## config.mk

```make
export PLATFORM = sky130hd
export DESIGN_NAME = packed_sample_to_rgb_pixels
export DESIGN_NICKNAME = d
export VERILOG_FILES = /design/src/rtl/ps2rgb_pkg.sv /design/src/rtl/ps2rgb_front.sv /design/src/rtl/ps2rgb_back.sv /design/src/rtl/ps2rgb_ofifo.sv /design/src/rtl/packed_sample_to_rgb_pixels.sv
export VERILOG_INCLUDE_DIRS = /design/src /design/src/rtl
export SDC_FILE = /design/constraint.sdc
export NUM_CORES = 1
export LEC_CHECK = 0
export BUFFER_PORTS_ARGS = -buffer_cell sky130_fd_sc_hd__buf_4
export CAP_MARGIN = 20
export CORE_MARGIN = 2
export CORE_UTILIZATION = 32
export DETAILED_ROUTE_END_ITERATION = 10
export PLACE_DENSITY_LB_ADDON = 0.12
export SKIP_CTS_REPAIR_TIMING = 1
export SLEW_MARGIN = 40
export SYNTH_ARGS = -nofsm -noshare
export SYNTH_HDL_FRONTEND = slang
export SYNTH_SLANG_ARGS = --single-unit
```

## constraint.sdc

```tcl
create_clock -name clk_i -period 7.4 [get_ports clk_i]
set_input_delay 1.48 -clock clk_i [delete_from_list [all_inputs] [get_ports clk_i]]
set_output_delay 1.48 -clock clk_i [all_outputs]
set_load 0.02 [all_outputs]
```

## src/rtl/packed_sample_to_rgb_pixels_assert.svh

```systemverilog
// Assertion macros shared by the RTL of the packed sample unpacker.
`ifndef PACKED_SAMPLE_TO_RGB_PIXELS_ASSERT_SVH
`define PACKED_SAMPLE_TO_RGB_PIXELS_ASSERT_SVH

// Checks that a property holds at every clock edge outside of reset.
`define PS2RGB_ASSERT(lbl, prop, msg) \
  lbl: assert property (@(posedge clk_i) disable iff (!rst_ni) (prop)) else $error(msg);

// Checks that a condition never occurs outside of reset.
`define PS2RGB_NEVER(lbl, cond, msg) \
  lbl: assert property (@(posedge clk_i) disable iff (!rst_ni) !(cond)) else $error(msg);

`endif

```

## src/rtl/ps2rgb_pkg.sv

```systemverilog
`default_nettype none

package ps2rgb_pkg;

  // Image size limits.
  localparam int MAX_WIDTH  = 8192;
  localparam int MAX_HEIGHT = 8192;
  localparam int COL_W      = $clog2(MAX_WIDTH);
  localparam int ROW_W      = $clog2(MAX_HEIGHT);

  // Queue sizes.
  localparam int IN_DEPTH    = 2;
  localparam int IN_PTR_W    = $clog2(IN_DEPTH);
  localparam int IN_LEVEL_W  = $clog2(IN_DEPTH + 1);
  localparam int OUT_DEPTH   = 4;
  localparam int OUT_PTR_W   = $clog2(OUT_DEPTH);
  localparam int OUT_LEVEL_W = $clog2(OUT_DEPTH + 1);

  // Configuration register indexes.
  localparam logic [1:0] CFG_COLOR_MODE   = 2'd0;
  localparam logic [1:0] CFG_BPC          = 2'd1;
  localparam logic [1:0] CFG_IMAGE_WIDTH  = 2'd2;
  localparam logic [1:0] CFG_IMAGE_HEIGHT = 2'd3;

  // Color mode codes.
  localparam logic [1:0] MODE_GRAY = 2'd0;
  localparam logic [1:0] MODE_RGB  = 2'd1;
  localparam logic [1:0] MODE_CMYK = 2'd2;

  // Sample width codes.
  typedef enum logic [1:0] {
    SW_1,
    SW_2,
    SW_4,
    SW_8
  } samp_width_e;

  // One raw byte with its sample width, as handed from front to back.
  typedef struct packed {
    logic [7:0]  data;
    samp_width_e width;
  } byte_item_t;

  // One finished pixel.
  typedef struct packed {
    logic [7:0] red;
    logic [7:0] green;
    logic [7:0] blue;
    logic       row_end;
    logic       image_end;
  } pixel_t;

  // Maps the bits-per-component register onto a sample width.
  function automatic samp_width_e decode_width(input logic [3:0] bpc);
    samp_width_e w;
    unique case (bpc)
      4'd1:    w = SW_1;
      4'd2:    w = SW_2;
      4'd4:    w = SW_4;
      default: w = SW_8;
    endcase
    return w;
  endfunction

  // Index of the last sample in a byte.
  function automatic logic [2:0] last_sample(input samp_width_e w);
    logic [2:0] n;
    unique case (w)
      SW_1:    n = 3'd7;
      SW_2:    n = 3'd3;
      SW_4:    n = 3'd1;
      default: n = 3'd0;
    endcase
    return n;
  endfunction

  // Scales the top sample of a byte to 8 bits by bit replication.
  function automatic logic [7:0] expand_sample(input logic [7:0] d, input samp_width_e w);
    logic [7:0] s;
    unique case (w)
      SW_1:    s = {8{d[7]}};
      SW_2:    s = {4{d[7:6]}};
      SW_4:    s = {2{d[7:4]}};
      default: s = d;
    endcase
    return s;
  endfunction

  // Moves the next sample of a byte to the top.
  function automatic logic [7:0] shift_sample(input logic [7:0] d, input samp_width_e w);
    logic [7:0] s;
    unique case (w)
      SW_1:    s = {d[6:0], 1'b0};
      SW_2:    s = {d[5:0], 2'b0};
      SW_4:    s = {d[3:0], 4'b0};
      default: s = 8'd0;
    endcase
    return s;
  endfunction

  // Last column or row index; zero acts as one and oversize saturates.
  function automatic logic [12:0] last_index(input logic [13:0] v, input logic [13:0] limit);
    logic [13:0] m;
    if (v == 14'd0) begin
      m = 14'd0;
    end else if (v > limit) begin
      m = limit - 14'd1;
    end else begin
      m = v - 14'd1;
    end
    return m[12:0];
  endfunction

  // Exact floor(p / 255) for p up to 255 * 255.
  function automatic logic [7:0] div255(input logic [15:0] p);
    logic [16:0] t;
    t = {1'b0, p} + {9'd0, p[15:8]} + 17'd1;
    return t[15:8];
  endfunction

endpackage

`default_nettype wire

```

## src/rtl/ps2rgb_front.sv

```systemverilog
`default_nettype none

module ps2rgb_front import ps2rgb_pkg::*; (
  input  wire logic        clk_i,
  input  wire logic        rst_ni,
  input  wire logic [3:0]  bpc_i,
  input  wire logic        push,
  output      logic        full,
  input  wire logic [7:0]  data_byte_i,
  output      byte_item_t  item_o,
  output      logic        valid_o,
  input  wire logic        pop_i
);

  byte_item_t              mem_q [IN_DEPTH];
  logic [IN_PTR_W-1:0]     wr_ptr_q, rd_ptr_q;
  logic [IN_LEVEL_W-1:0]   level_q, level_d;
  logic                    do_push, do_pop;

  assign full    = (level_q == IN_LEVEL_W'(IN_DEPTH));
  assign valid_o = (level_q != '0);
  assign do_push = push && !full;
  assign do_pop  = pop_i && valid_o;
  assign item_o  = mem_q[rd_ptr_q];

  // Occupancy follows the push and pop transactions.
  always_comb begin
    level_d = level_q;
    if (do_push && !do_pop) begin
      level_d = level_q + IN_LEVEL_W'(1);
    end else if (!do_push && do_pop) begin
      level_d = level_q - IN_LEVEL_W'(1);
    end
  end

  // Each accepted byte is tagged with its sample width on the way in.
  always_ff @(posedge clk_i) begin
    if (do_push) begin
      mem_q[wr_ptr_q] <= '{data: data_byte_i, width: decode_width(bpc_i)};
    end
  end

  always_ff @(posedge clk_i or negedge rst_ni) begin
    if (!rst_ni) begin
      wr_ptr_q <= '0;
      rd_ptr_q <= '0;
      level_q  <= '0;
    end else begin
      level_q <= level_d;
      if (do_push) begin
        wr_ptr_q <= wr_ptr_q + IN_PTR_W'(1);
      end
      if (do_pop) begin
        rd_ptr_q <= rd_ptr_q + IN_PTR_W'(1);
      end
    end
  end

endmodule

`default_nettype wire

```

## src/rtl/ps2rgb_back.sv

```systemverilog
`default_nettype none

module ps2rgb_back import ps2rgb_pkg::*; (
  input  wire logic                   clk_i,
  input  wire logic                   rst_ni,
  input  wire logic [1:0]             color_mode_i,
  input  wire logic [COL_W-1:0]       col_last_i,
  input  wire logic [ROW_W-1:0]       row_last_i,
  input  wire byte_item_t             q_item_i,
  input  wire logic                   q_valid_i,
  output      logic                   q_pop_o,
  input  wire logic [OUT_LEVEL_W-1:0] out_level_i,
  output      pixel_t                 pix_o,
  output      logic                   pix_we_o
);

  // Current byte being cut into samples.
  logic [7:0]       cur_q, cur_d;
  samp_width_e      cur_w_q, cur_w_d;
  logic [2:0]       rem_q, rem_d;
  logic             cur_v_q, cur_v_d;

  // Pixel assembly and position state.
  logic [23:0]      pend_q, pend_d;
  logic [1:0]       cnt_q, cnt_d;
  logic [COL_W-1:0] col_q, col_d;
  logic [ROW_W-1:0] row_q, row_d;
  logic             done_q, done_d;

  // Product stage.
  logic             s1_v_q;
  logic             s1_cmyk_q;
  logic [15:0]      s1_r_q, s1_g_q, s1_b_q;
  logic             s1_row_end_q, s1_image_end_q;
  logic [15:0]      s1_r_d, s1_g_d, s1_b_d;

  logic [7:0]       samp;
  logic [2:0]       group;
  logic             is_cmyk;
  logic             credit_ok, step, work, complete, emit;
  logic             row_end, image_end, byte_done, load;

  assign samp      = expand_sample(cur_q, cur_w_q);
  assign credit_ok = ({1'b0, out_level_i} + (OUT_LEVEL_W + 1)'(s1_v_q))
                     < (OUT_LEVEL_W + 1)'(OUT_DEPTH);
  assign step      = cur_v_q && (done_q || credit_ok);
  assign work      = step && !done_q;
  assign complete  = ({1'b0, cnt_q} + 3'd1) >= group;
  assign emit      = work && complete;
  assign row_end   = (col_q >= col_last_i);
  assign image_end = row_end && (row_q >= row_last_i);
  assign byte_done = done_q || (rem_q == 3'd0) || (emit && row_end);
  assign load      = !cur_v_q || (step && byte_done);
  assign q_pop_o   = load && q_valid_i;
  assign is_cmyk   = (color_mode_i == MODE_CMYK);

  // Samples per pixel for the current color mode.
  always_comb begin
    unique case (color_mode_i)
      MODE_RGB:  group = 3'd3;
      MODE_CMYK: group = 3'd4;
      default:   group = 3'd1;
    endcase
  end

  // Channel values ahead of the product register; CMYK gets (255-X)*(255-K).
  always_comb begin
    if (is_cmyk) begin
      s1_r_d = {8'h00, ~pend_q[23:16]} * {8'h00, ~samp};
      s1_g_d = {8'h00, ~pend_q[15:8]}  * {8'h00, ~samp};
      s1_b_d = {8'h00, ~pend_q[7:0]}   * {8'h00, ~samp};
    end else if (group == 3'd3) begin
      s1_r_d = {8'h00, pend_q[15:8]};
      s1_g_d = {8'h00, pend_q[7:0]};
      s1_b_d = {8'h00, samp};
    end else begin
      s1_r_d = {8'h00, samp};
      s1_g_d = {8'h00, samp};
      s1_b_d = {8'h00, samp};
    end
  end

  // Sample walk, pixel grouping and row and column tracking.
  always_comb begin
    cur_d   = cur_q;
    cur_w_d = cur_w_q;
    rem_d   = rem_q;
    cur_v_d = cur_v_q;
    pend_d  = pend_q;
    cnt_d   = cnt_q;
    col_d   = col_q;
    row_d   = row_q;
    done_d  = done_q;

    if (work) begin
      if (!complete) begin
        pend_d = {pend_q[15:0], samp};
        cnt_d  = cnt_q + 2'd1;
      end else begin
        pend_d = '0;
        cnt_d  = '0;
        if (row_end) begin
          col_d = '0;
          if (image_end) begin
            row_d  = '0;
            done_d = 1'b1;
          end else begin
            row_d = row_q + ROW_W'(1);
          end
        end else begin
          col_d = col_q + COL_W'(1);
        end
      end
    end

    if (step && !byte_done) begin
      cur_d = shift_sample(cur_q, cur_w_q);
      rem_d = rem_q - 3'd1;
    end

    if (load) begin
      cur_v_d = q_valid_i;
      cur_d   = q_item_i.data;
      cur_w_d = q_item_i.width;
      rem_d   = last_sample(q_item_i.width);
    end
  end

  always_ff @(posedge clk_i) begin
    cur_q   <= cur_d;
    cur_w_q <= cur_w_d;
    rem_q   <= rem_d;
    if (emit) begin
      s1_cmyk_q      <= is_cmyk;
      s1_r_q         <= s1_r_d;
      s1_g_q         <= s1_g_d;
      s1_b_q         <= s1_b_d;
      s1_row_end_q   <= row_end;
      s1_image_end_q <= image_end;
    end
  end

  always_ff @(posedge clk_i or negedge rst_ni) begin
    if (!rst_ni) begin
      cur_v_q <= 1'b0;
      pend_q  <= '0;
      cnt_q   <= '0;
      col_q   <= '0;
      row_q   <= '0;
      done_q  <= 1'b0;
      s1_v_q  <= 1'b0;
    end else begin
      cur_v_q <= cur_v_d;
      pend_q  <= pend_d;
      cnt_q   <= cnt_d;
      col_q   <= col_d;
      row_q   <= row_d;
      done_q  <= done_d;
      s1_v_q  <= emit;
    end
  end

  // Division by 255 for CMYK after the product register, then into the result queue.
  assign pix_we_o        = s1_v_q;
  assign pix_o.red       = s1_cmyk_q ? div255(s1_r_q) : s1_r_q[7:0];
  assign pix_o.green     = s1_cmyk_q ? div255(s1_g_q) : s1_g_q[7:0];
  assign pix_o.blue      = s1_cmyk_q ? div255(s1_b_q) : s1_b_q[7:0];
  assign pix_o.row_end   = s1_row_end_q;
  assign pix_o.image_end = s1_image_end_q;

endmodule

`default_nettype wire

```

## src/rtl/ps2rgb_ofifo.sv

```systemverilog
`default_nettype none

module ps2rgb_ofifo import ps2rgb_pkg::*; (
  input  wire logic                   clk_i,
  input  wire logic                   rst_ni,
  input  wire logic                   wr_i,
  input  wire pixel_t                 pix_i,
  input  wire logic                   pop,
  output      logic                   empty,
  output      logic [OUT_LEVEL_W-1:0] level_o,
  output      pixel_t                 pix_o
);

  pixel_t                 mem_q [OUT_DEPTH];
  logic [OUT_PTR_W-1:0]   wr_ptr_q, rd_ptr_q;
  logic [OUT_LEVEL_W-1:0] level_q, level_d;
  logic                   do_pop;

  assign empty   = (level_q == '0);
  assign level_o = level_q;
  assign do_pop  = pop && !empty;
  assign pix_o   = mem_q[rd_ptr_q];

  // Occupancy follows writes from the back end and pop transactions.
  always_comb begin
    level_d = level_q;
    if (wr_i && !do_pop) begin
      level_d = level_q + OUT_LEVEL_W'(1);
    end else if (!wr_i && do_pop) begin
      level_d = level_q - OUT_LEVEL_W'(1);
    end
  end

  always_ff @(posedge clk_i) begin
    if (wr_i) begin
      mem_q[wr_ptr_q] <= pix_i;
    end
  end

  always_ff @(posedge clk_i or negedge rst_ni) begin
    if (!rst_ni) begin
      wr_ptr_q <= '0;
      rd_ptr_q <= '0;
      level_q  <= '0;
    end else begin
      level_q <= level_d;
      if (wr_i) begin
        wr_ptr_q <= wr_ptr_q + OUT_PTR_W'(1);
      end
      if (do_pop) begin
        rd_ptr_q <= rd_ptr_q + OUT_PTR_W'(1);
      end
    end
  end

endmodule

`default_nettype wire

```

## src/rtl/packed_sample_to_rgb_pixels.sv

```systemverilog
// The back end takes one sample per cycle while the result queue has room; a byte holds 1, 2,
// 4 or 8 samples for 8, 4, 2 or 1 bits per component; at most one pixel leaves per cycle.
// A 2-entry byte queue and a 4-entry pixel queue let input and output stall independently.
// Reset (rst_ni low, asynchronous) empties both queues, restarts at row 0, column 0, and
// loads color_mode 1 (RGB), bits_per_component 8 and a 1 by 1 image.
`default_nettype none

module packed_sample_to_rgb_pixels import ps2rgb_pkg::*; (
  input  wire logic        clk_i,
  input  wire logic        rst_ni,
  input  wire logic        cfg_we_i,
  input  wire logic [1:0]  cfg_idx_i,
  input  wire logic [13:0] cfg_data_i,
  input  wire logic        push,
  output      logic        full,
  input  wire logic [7:0]  data_byte_i,
  output      logic        empty,
  input  wire logic        pop,
  output      logic [7:0]  red_o,
  output      logic [7:0]  green_o,
  output      logic [7:0]  blue_o,
  output      logic        row_end_o,
  output      logic        image_end_o
);

`include "packed_sample_to_rgb_pixels_assert.svh"

  logic [1:0]             color_mode_q;
  logic [3:0]             bpc_q;
  logic [13:0]            width_q, height_q;
  logic [COL_W-1:0]       col_last;
  logic [ROW_W-1:0]       row_last;

  byte_item_t             q_item;
  logic                   q_valid, q_pop;
  logic [OUT_LEVEL_W-1:0] out_level;
  pixel_t                 pix_wr, pix_rd;
  logic                   pix_we;

  // Configuration registers.
  always_ff @(posedge clk_i or negedge rst_ni) begin
    if (!rst_ni) begin
      color_mode_q <= MODE_RGB;
      bpc_q        <= 4'd8;
      width_q      <= 14'd1;
      height_q     <= 14'd1;
    end else if (cfg_we_i) begin
      unique case (cfg_idx_i)
        CFG_COLOR_MODE:   color_mode_q <= cfg_data_i[1:0];
        CFG_BPC:          bpc_q        <= cfg_data_i[3:0];
        CFG_IMAGE_WIDTH:  width_q      <= cfg_data_i;
        CFG_IMAGE_HEIGHT: height_q     <= cfg_data_i;
        default:          color_mode_q <= color_mode_q;
      endcase
    end
  end

  // Last column and row after clamping the image size.
  assign col_last = COL_W'(last_index(width_q, 14'(MAX_WIDTH)));
  assign row_last = ROW_W'(last_index(height_q, 14'(MAX_HEIGHT)));

  ps2rgb_front u_front (
    .clk_i       (clk_i),
    .rst_ni      (rst_ni),
    .bpc_i       (bpc_q),
    .push        (push),
    .full        (full),
    .data_byte_i (data_byte_i),
    .item_o      (q_item),
    .valid_o     (q_valid),
    .pop_i       (q_pop)
  );

  ps2rgb_back u_back (
    .clk_i        (clk_i),
    .rst_ni       (rst_ni),
    .color_mode_i (color_mode_q),
    .col_last_i   (col_last),
    .row_last_i   (row_last),
    .q_item_i     (q_item),
    .q_valid_i    (q_valid),
    .q_pop_o      (q_pop),
    .out_level_i  (out_level),
    .pix_o        (pix_wr),
    .pix_we_o     (pix_we)
  );

  ps2rgb_ofifo u_ofifo (
    .clk_i   (clk_i),
    .rst_ni  (rst_ni),
    .wr_i    (pix_we),
    .pix_i   (pix_wr),
    .pop     (pop),
    .empty   (empty),
    .level_o (out_level),
    .pix_o   (pix_rd)
  );

  assign red_o       = pix_rd.red;
  assign green_o     = pix_rd.green;
  assign blue_o      = pix_rd.blue;
  assign row_end_o   = pix_rd.row_end;
  assign image_end_o = pix_rd.image_end;

  // The back end must never write a pixel into a full result queue.
  `PS2RGB_NEVER(a_no_ofifo_overflow, pix_we && (out_level == OUT_LEVEL_W'(OUT_DEPTH)) && !(pop && !empty), "pixel written into a full result queue")
  // The back end only takes bytes that the front queue holds.
  `PS2RGB_ASSERT(a_pop_needs_byte, q_pop |-> q_valid, "byte queue popped while empty")
  // The last pixel of the image is always the last of its row.
  `PS2RGB_ASSERT(a_image_end_is_row_end, (!empty && image_end_o) |-> row_end_o, "image end without row end")

endmodule

`default_nettype wire
```

---- Word level (Yosys, flattened, before mapping) ----
Memory sizes are Yosys's and may differ from the RTL's.
Index checks and enable logic that the tools add are counted.
storage, ports and cells
  bits in registers ....................... 164
  word-level logic and storage cells ...... 158
  bits in latches ......................... 0
  input bits .............................. 29
  ROM bits ................................ 0
  memory bits (writable) .................. 124
  output and inout bits ................... 28
  memories ................................ 2
memory list
  name           words  width  rd ports  clocked after Yosys merged registers in  write ports  line                RTL
  u_ofifo.mem_q  4      26     1         0                                        1            ps2rgb_ofifo.sv:14  pixel_t mem_q [OUT_DEPTH];
  u_front.mem_q  2      10     1         0                                        1            ps2rgb_front.sv:15  byte_item_t mem_q [IN_DEPTH];
cells by class
  equality and inequality tests ........... 14
  muxes and demuxes ....................... 34
  reduce and logical (&&, ||, !) cells .... 46
  divide/modulo/power cells ............... 0
  shift operators ......................... 0
  magnitude comparators ................... 6
  $add $sub $neg .......................... 22
  multipliers ............................. 3
  bitwise logic cells ..................... 4
operators by type and width
  kind                   count
  $mux 13                6
  $mux 8                 8
  $add 16x1->16 const B  3
  $add 16x8->16          3
  $mul 8x8->16           3
  $mux 16                2
  $not 8->8              4
  $gt 14x14->1 const B   2
  $logic_not 14->1       2
  $add 13x1->13 const B  2
  $ge 13x13->1           2
  $sub 13x1->13 const B  2
  $mux 24                1
  $pmux 8 s3             1
  $pmux 7 s3             1
  $logic_and 1x1->1      15
  $eq 2x2->1 const B     6
  $mux 3                 4
  $reduce_and 2->1       5
  $logic_not 1->1        9
  $pmux 3 s3             1
  $add 2x1->2 const B    4
  $eq 2x1->1 const B     4
  $mux 2                 4
  21 further kinds       35

---- Logic depth before layout (Yosys ltp) ----
  depth in word-level cells ............... 15
  gate-level depth with buffers ........... 22
  depth with buffers taken out ............ 20

---- By module ----
A second synthesis with hierarchy kept.
second synthesis, totals
  cell total of the unflattened synthesis .. 1945
  area, all modules ....................... 20576.0 µm²
modules (own cells, without submodules)
  module                       area each (µm²)  cells each  instances  seq. area each (µm²)
  ps2rgb_back                  13447.9          1542        1          3298.2
  ps2rgb_ofifo                 4194.0           170         1          3298.2
  packed_sample_to_rgb_pixels  1975.6           179         1          855.8
  ps2rgb_front                 958.4            54          1          700.7

---- Worst setup path before layout ----
OpenSTA, ideal clock, no wires.
  kind .................................... flip-flop to flip-flop
  start point ............................. register u_back.cur_w_q[0]
  end point ............................... register u_back.s1_g_q[13] (data pin)
  buffers on the path ..................... 3
  slack ................................... 1.950 ns
  library setup time ...................... 0.266 ns
  stages on the path, launching flop included .. 21
  period minus slack after synthesis ...... 5.450 ns
  arrival time ............................ 5.184 ns
  required time ........................... 7.134 ns
  path through ............................ edfxtp_1 buf_1 nand2_1 mux2_2 clkbuf_1 clkbuf_1 nor2_1 fa_1 fa_1 inv_1 fa_1 fa_1 inv_1 ha_1 o21a_1 o31a_1 o211ai_1 a21oi_1 o41ai_1 xor2_1 nor2_1
between the ends
  cells in the longest elaborated chain, start to end .. 5
  elaborated cells between the ends (all ways) .. 7
  classes of those cells .................. 1 x mul; 2 x eq/ne; 2 x mux; 1 x bitwise; 1 x reduce/logical
ends and longest elaborated chain
  what                                line                RTL
  from (decl)                         ps2rgb_back.sv:19   samp_width_e cur_w_q, cur_w_d;
  from (signal assigned)              ps2rgb_back.sv:131  cur_w_q <= cur_w_d;
  $eq 2x2->1 (tied with other cells)  ps2rgb_pkg.sv:80    unique case (w)
  $pmux 7 s3 *                        ps2rgb_pkg.sv:80
  $not 8->8 *                         ps2rgb_back.sv:70   s1_g_d = {8'h00, ~pend_q[15:8]} * {8'h00, ~samp};
  $mul 8x8->16 *                      ps2rgb_back.sv:70
  $mux 16 *                           ps2rgb_back.sv:68   if (is_cmyk) begin
  to (signal assigned)                ps2rgb_back.sv:136  s1_g_q <= s1_g_d;
  to (decl)                           ps2rgb_back.sv:33   logic [15:0] s1_r_q, s1_g_q, s1_b_q;
Mark *: on every way between the ends. The rest lies on a longest branch, timed or not.
A chain may end at the register's enable or synchronous reset.

---- Final worst setup path ----
  start point ............................. register u_back.cur_w_q[1]
  end point ............................... register u_back.s1_r_q[13] (data pin)
between the ends
  cells in the longest elaborated chain, start to end .. 5
  elaborated cells between the ends (all ways) .. 7
  classes of those cells .................. 1 x mul; 2 x eq/ne; 2 x mux; 1 x bitwise; 1 x reduce/logical
ends and longest elaborated chain
  what                                line                RTL
  $eq 2x2->1 (tied with other cells)  ps2rgb_pkg.sv:80
  $pmux 7 s3 *                        ps2rgb_pkg.sv:80
  $not 8->8 *                         ps2rgb_back.sv:69   s1_r_d = {8'h00, ~pend_q[23:16]} * {8'h00, ~samp};
  $mul 8x8->16 *                      ps2rgb_back.sv:69
  $mux 16 *                           ps2rgb_back.sv:68
  to (signal assigned)                ps2rgb_back.sv:135  s1_r_q <= s1_r_d;
  to (decl)                           ps2rgb_back.sv:33
Marks and branches as above.

==> results.py <==
metrics = {
    "clock_tree": {
        "cts_buffers": 37,
        "insertion_delay_ns": 0.56,
        "cts_root_buf": "clkbuf_16",
        "clk_path_buf_depth": 3,
        "cts.htree.levels": 2,
        "cts_tree": "built",
        "cts.clk_slew.worst_paths_ns": 0.07,
        "cts_num_sinks": 288,
    },
    "timing": {
        "fin_setup_tns_ns": 0,
        "setup_violations": 0,
        "fin_crit_ns": 5.95,
        "fmax_mhz": 168,
        "worst_pin_slew_ns": 0.770,
        "timing.hold.ws_ns": 0.473,
        "slew_headroom": 0.487,
        "finClkSkew_ns": 0.0249,
        "timing.final.crit_share": 0.804,
        "hold_viol_final": 0,
        "grt_setup_unrepaired": "false",
        "finalMaxSlewViolations": 0,
    },
    "final_layout": {
        "final_nets": 2161,
        "area_growth_syn_to_layout_pct": 13.0,
        "nFillCells": 6108,
        "drive_above_1_share": 0.133,
        "antenna_cells": 0,
    },
    "route": {
        "postRouteWirelength_um": 47000,
        "wl_per_cell_um": 17.3,
        "route.vias.total": 13300,
        "viasPerCell": 4.88,
        "drt-initial-drc-count": 639,
        "final_antenna_net_count": 0,
        "drc": 0,
        "drtPass1Iterations": 5,
    },
    "placement": {
        "globalplace.congestion": 0.758,
        "numPortBuffers": 56,
        "hpwl_um": 34100,
    },
    "worst_setup_path": {
        "arrival_ns": 6.22,
        "crit_fanout": 29,
        "cp_slowest_cell": "edfxtp_1",
        "crit_type": "flop to flop",
        "cp_top_family": "adder cells",
        "crit_chain": "nand2_1, mux2_2, or2_2, fa_1, fa_1, inv_1, fa_1, inv_1, fa_1, inv_1, ha_1, o21a_1, o31a_1, o211ai_1, a21oi_1, o41ai_1, xor2_1, nor2_1",
        "cp_slowest_stage_delay_ns": 0.71,
        "start_kind": "flop",
        "crit_start": "u_back.cur_w_q[1]",
        "crit_top_cell": "fa_1",
        "endpoint_kind": "flop",
        "rr_startpoint": "u_back.cur_w_q[1]",
        "cp.buffers_inverters": 3,
        "cp.required_ns": 7.67,
    },
    "yosys": {
        "syn_inst": 1825,
        "netlist.area_leader.share": 0.283,
        "synth_adder_area_share": 0.217,
        "ys_warn_count": 0,
        "synth_top_family_by_area": "adder cells",
        "syn-num-nets": 2134,
        "synth-simple-area-share": 0.122,
        "synthMuxAreaShare": 0.0715,
        "synth_edf_count": 188,
        "synth_compound_area_frac": 0.0940,
        "synthDistinctLibCells": 66,
        "async_flop_share": 0.347,
        "yosys.area.top_type": "edfxtp_1",
        "synth_area_leaders": "edfxtp_1 28%, dfrtp_1 12%, fa_1 11%",
        "syn-cell-area_sq_um": 19900,
        "synthXorXnorAreaFrac": 0.0374,
        "synth_ff_type": "edfxtp_1",
        "seq_area_frac_synth": 0.409,
        "ys_seq_elements": 288,
        "syn_area_per_cell_sq_um": 10.9,
    },
    "global_route": {
        "overflow": 0,
        "antenna_found_initial": 0,
        "grt_pass1_vias": 14000,
        "grt_pass1_wl_um": 76700,
        "grt_use_total": 0.152,
        "grt_max_degree": 58,
    },
    "floorplan": {
        "die_h_um": 253,
        "die_area_sq_um": 64300,
        "core-area_sq_um": 61600,
        "top_level_ports": 57,
        "dieWidth_um": 253,
        "rows": 91,
        "start_util": 0.323,
    },
    "job": {
        "drv_cap": 0,
    },
    "worst_hold_path": {
        "hold_class": "flop to flop",
        "hp-start": "u_ofifo.rd_ptr_q[1]",
    },
    "run_status": {
        "status": "finished clean",
    },
}
[final timing paths]
kind                                        to  slack, ns  cells past startpoint
max reg2reg                  u_back.s1_r_q[13]       1.45                     18
min in group asynchronous     u_back.col_q[10]       0.95                      1
max                          u_back.s1_r_q[13]       1.45                     18
max in group asynchronous  u_ofifo.rd_ptr_q[0]       5.42                      2
min                        u_ofifo.rd_ptr_q[1]       0.47                      1
min reg2reg                u_ofifo.rd_ptr_q[1]       0.47                      1
[synth_stat cells (3+ instances only)]
cell type	number
nand2_1	74
nand2b_1	30
dfrtp_1	96
xnor2_1	40
a211o_1	4
nand4_1	7
mux4_2	26
nor4_1	10
ha_1	171
or2_2	24
edfxtp_1	188
nand3_1	29
xor2_1	45
a21oi_1	80
a22o_1	26
o41ai_1	6
nor3_1	10
dfstp_2	4
a211oi_1	13
clkbuf_1	57
nor2b_1	8
buf_1	21
fa_1	109
a21o_1	19
mux2_2	46
o211ai_1	13
a31o_2	3
a31oi_1	15
o21a_1	13
a221o_1	11
inv_1	166
and3_1	17
o21ai_0	52
nand3b_1	4
or3_1	13
and2_1	12
mux2i_1	32
or4_1	3
nor2_1	283
o31ai_1	5
buf_2	6
and4_1	4
[final cells by class]
class,instances,area (sq um),share of cell area
clock buffer,45,1030,0.0458
clock inverter,21,245,0.0109
inverter,168,633,0.0281
multi-input combinational,1284,10800,0.482
sequential,288,8160,0.362
tap,837,1050,0.0465
timing repair buffer,73,552,0.0245
[per-layer routing]
layer	vias to the layer above	track usage	share of wire
met5	-	0	0
li1	6407	-	-
met3	69	0.0235	0.038
met2	221	0.253	0.47
met1	6567	0.203	0.47
met4	0	0.0478	0.025
[metrics by stage]
step / setup WS, ns / utilization / std cells / cell area, sq um
2_1_floorplan: 1.95 / - / 1825 / 19900
3_3_place_gp: 1.51 / 0.344 / 2650 / 21200
3_5_place_dp: 1.48 / 0.345 / 2650 / 21200
4_1_cts: 1.43 / 0.365 / 2716 / 22500
5_1_grt: 1.05 / 0.365 / 2716 / 22500
6_report: 1.45 / 0.365 / 2716 / 22500
[sequential cells by signal (all words and copies together) (netlist names), 2 cells and up]
name / flops
u_back.s1_b_q: 16
u_front.level_q: 2
u_back.rem_q: 3
u_ofifo.level_o: 3
u_back.col_q: 13
u_back.pend_q: 24
u_back.row_q: 13
u_front.mem_q: 20
bpc_q: 4
u_back.s1_g_q: 16
u_back.cur_w_q: 2
color_mode_q: 2
height_q: 14
width_q: 14
u_ofifo.mem_q: 104
u_back.cnt_q: 2
u_ofifo.rd_ptr_q: 2
u_back.s1_r_q: 16
u_ofifo.wr_ptr_q: 2
u_back.cur_q: 8
[placed cells by master, fill, tap and decap left out, types with 24 or more instances in the layout]
master	instances
xor2_1	45
a22o_1	26
nor2_1	281
clkbuf_16	40
mux2_2	46
nand3_1	29
ha_1	171
o21ai_0	52
a21oi_1	79
dfrtp_1	95
mux2i_1	32
xnor2_1	40
mux4_2	26
nand2b_1	30
buf_4	72
fa_1	109
edfxtp_1	188
nand2_1	73
or2_2	24
inv_1	166
[cells by family (layout without fill, tap and decap cells)]
| family | after synthesis | count (layout) |
|---|---|---|
| simple gates | 534 | 534 |
| flops | 288 | 288 |
| fa+ha+maj | 281 | 281 |
| compound gates | 280 | 280 |
| buf+inv | 253 | 307 |
| mux | 104 | 104 |
| xor+xnor | 85 | 85 |
Power is not shown: default switching activity piles up to over one toggle a cycle in this logic, so the estimate is an artifact.
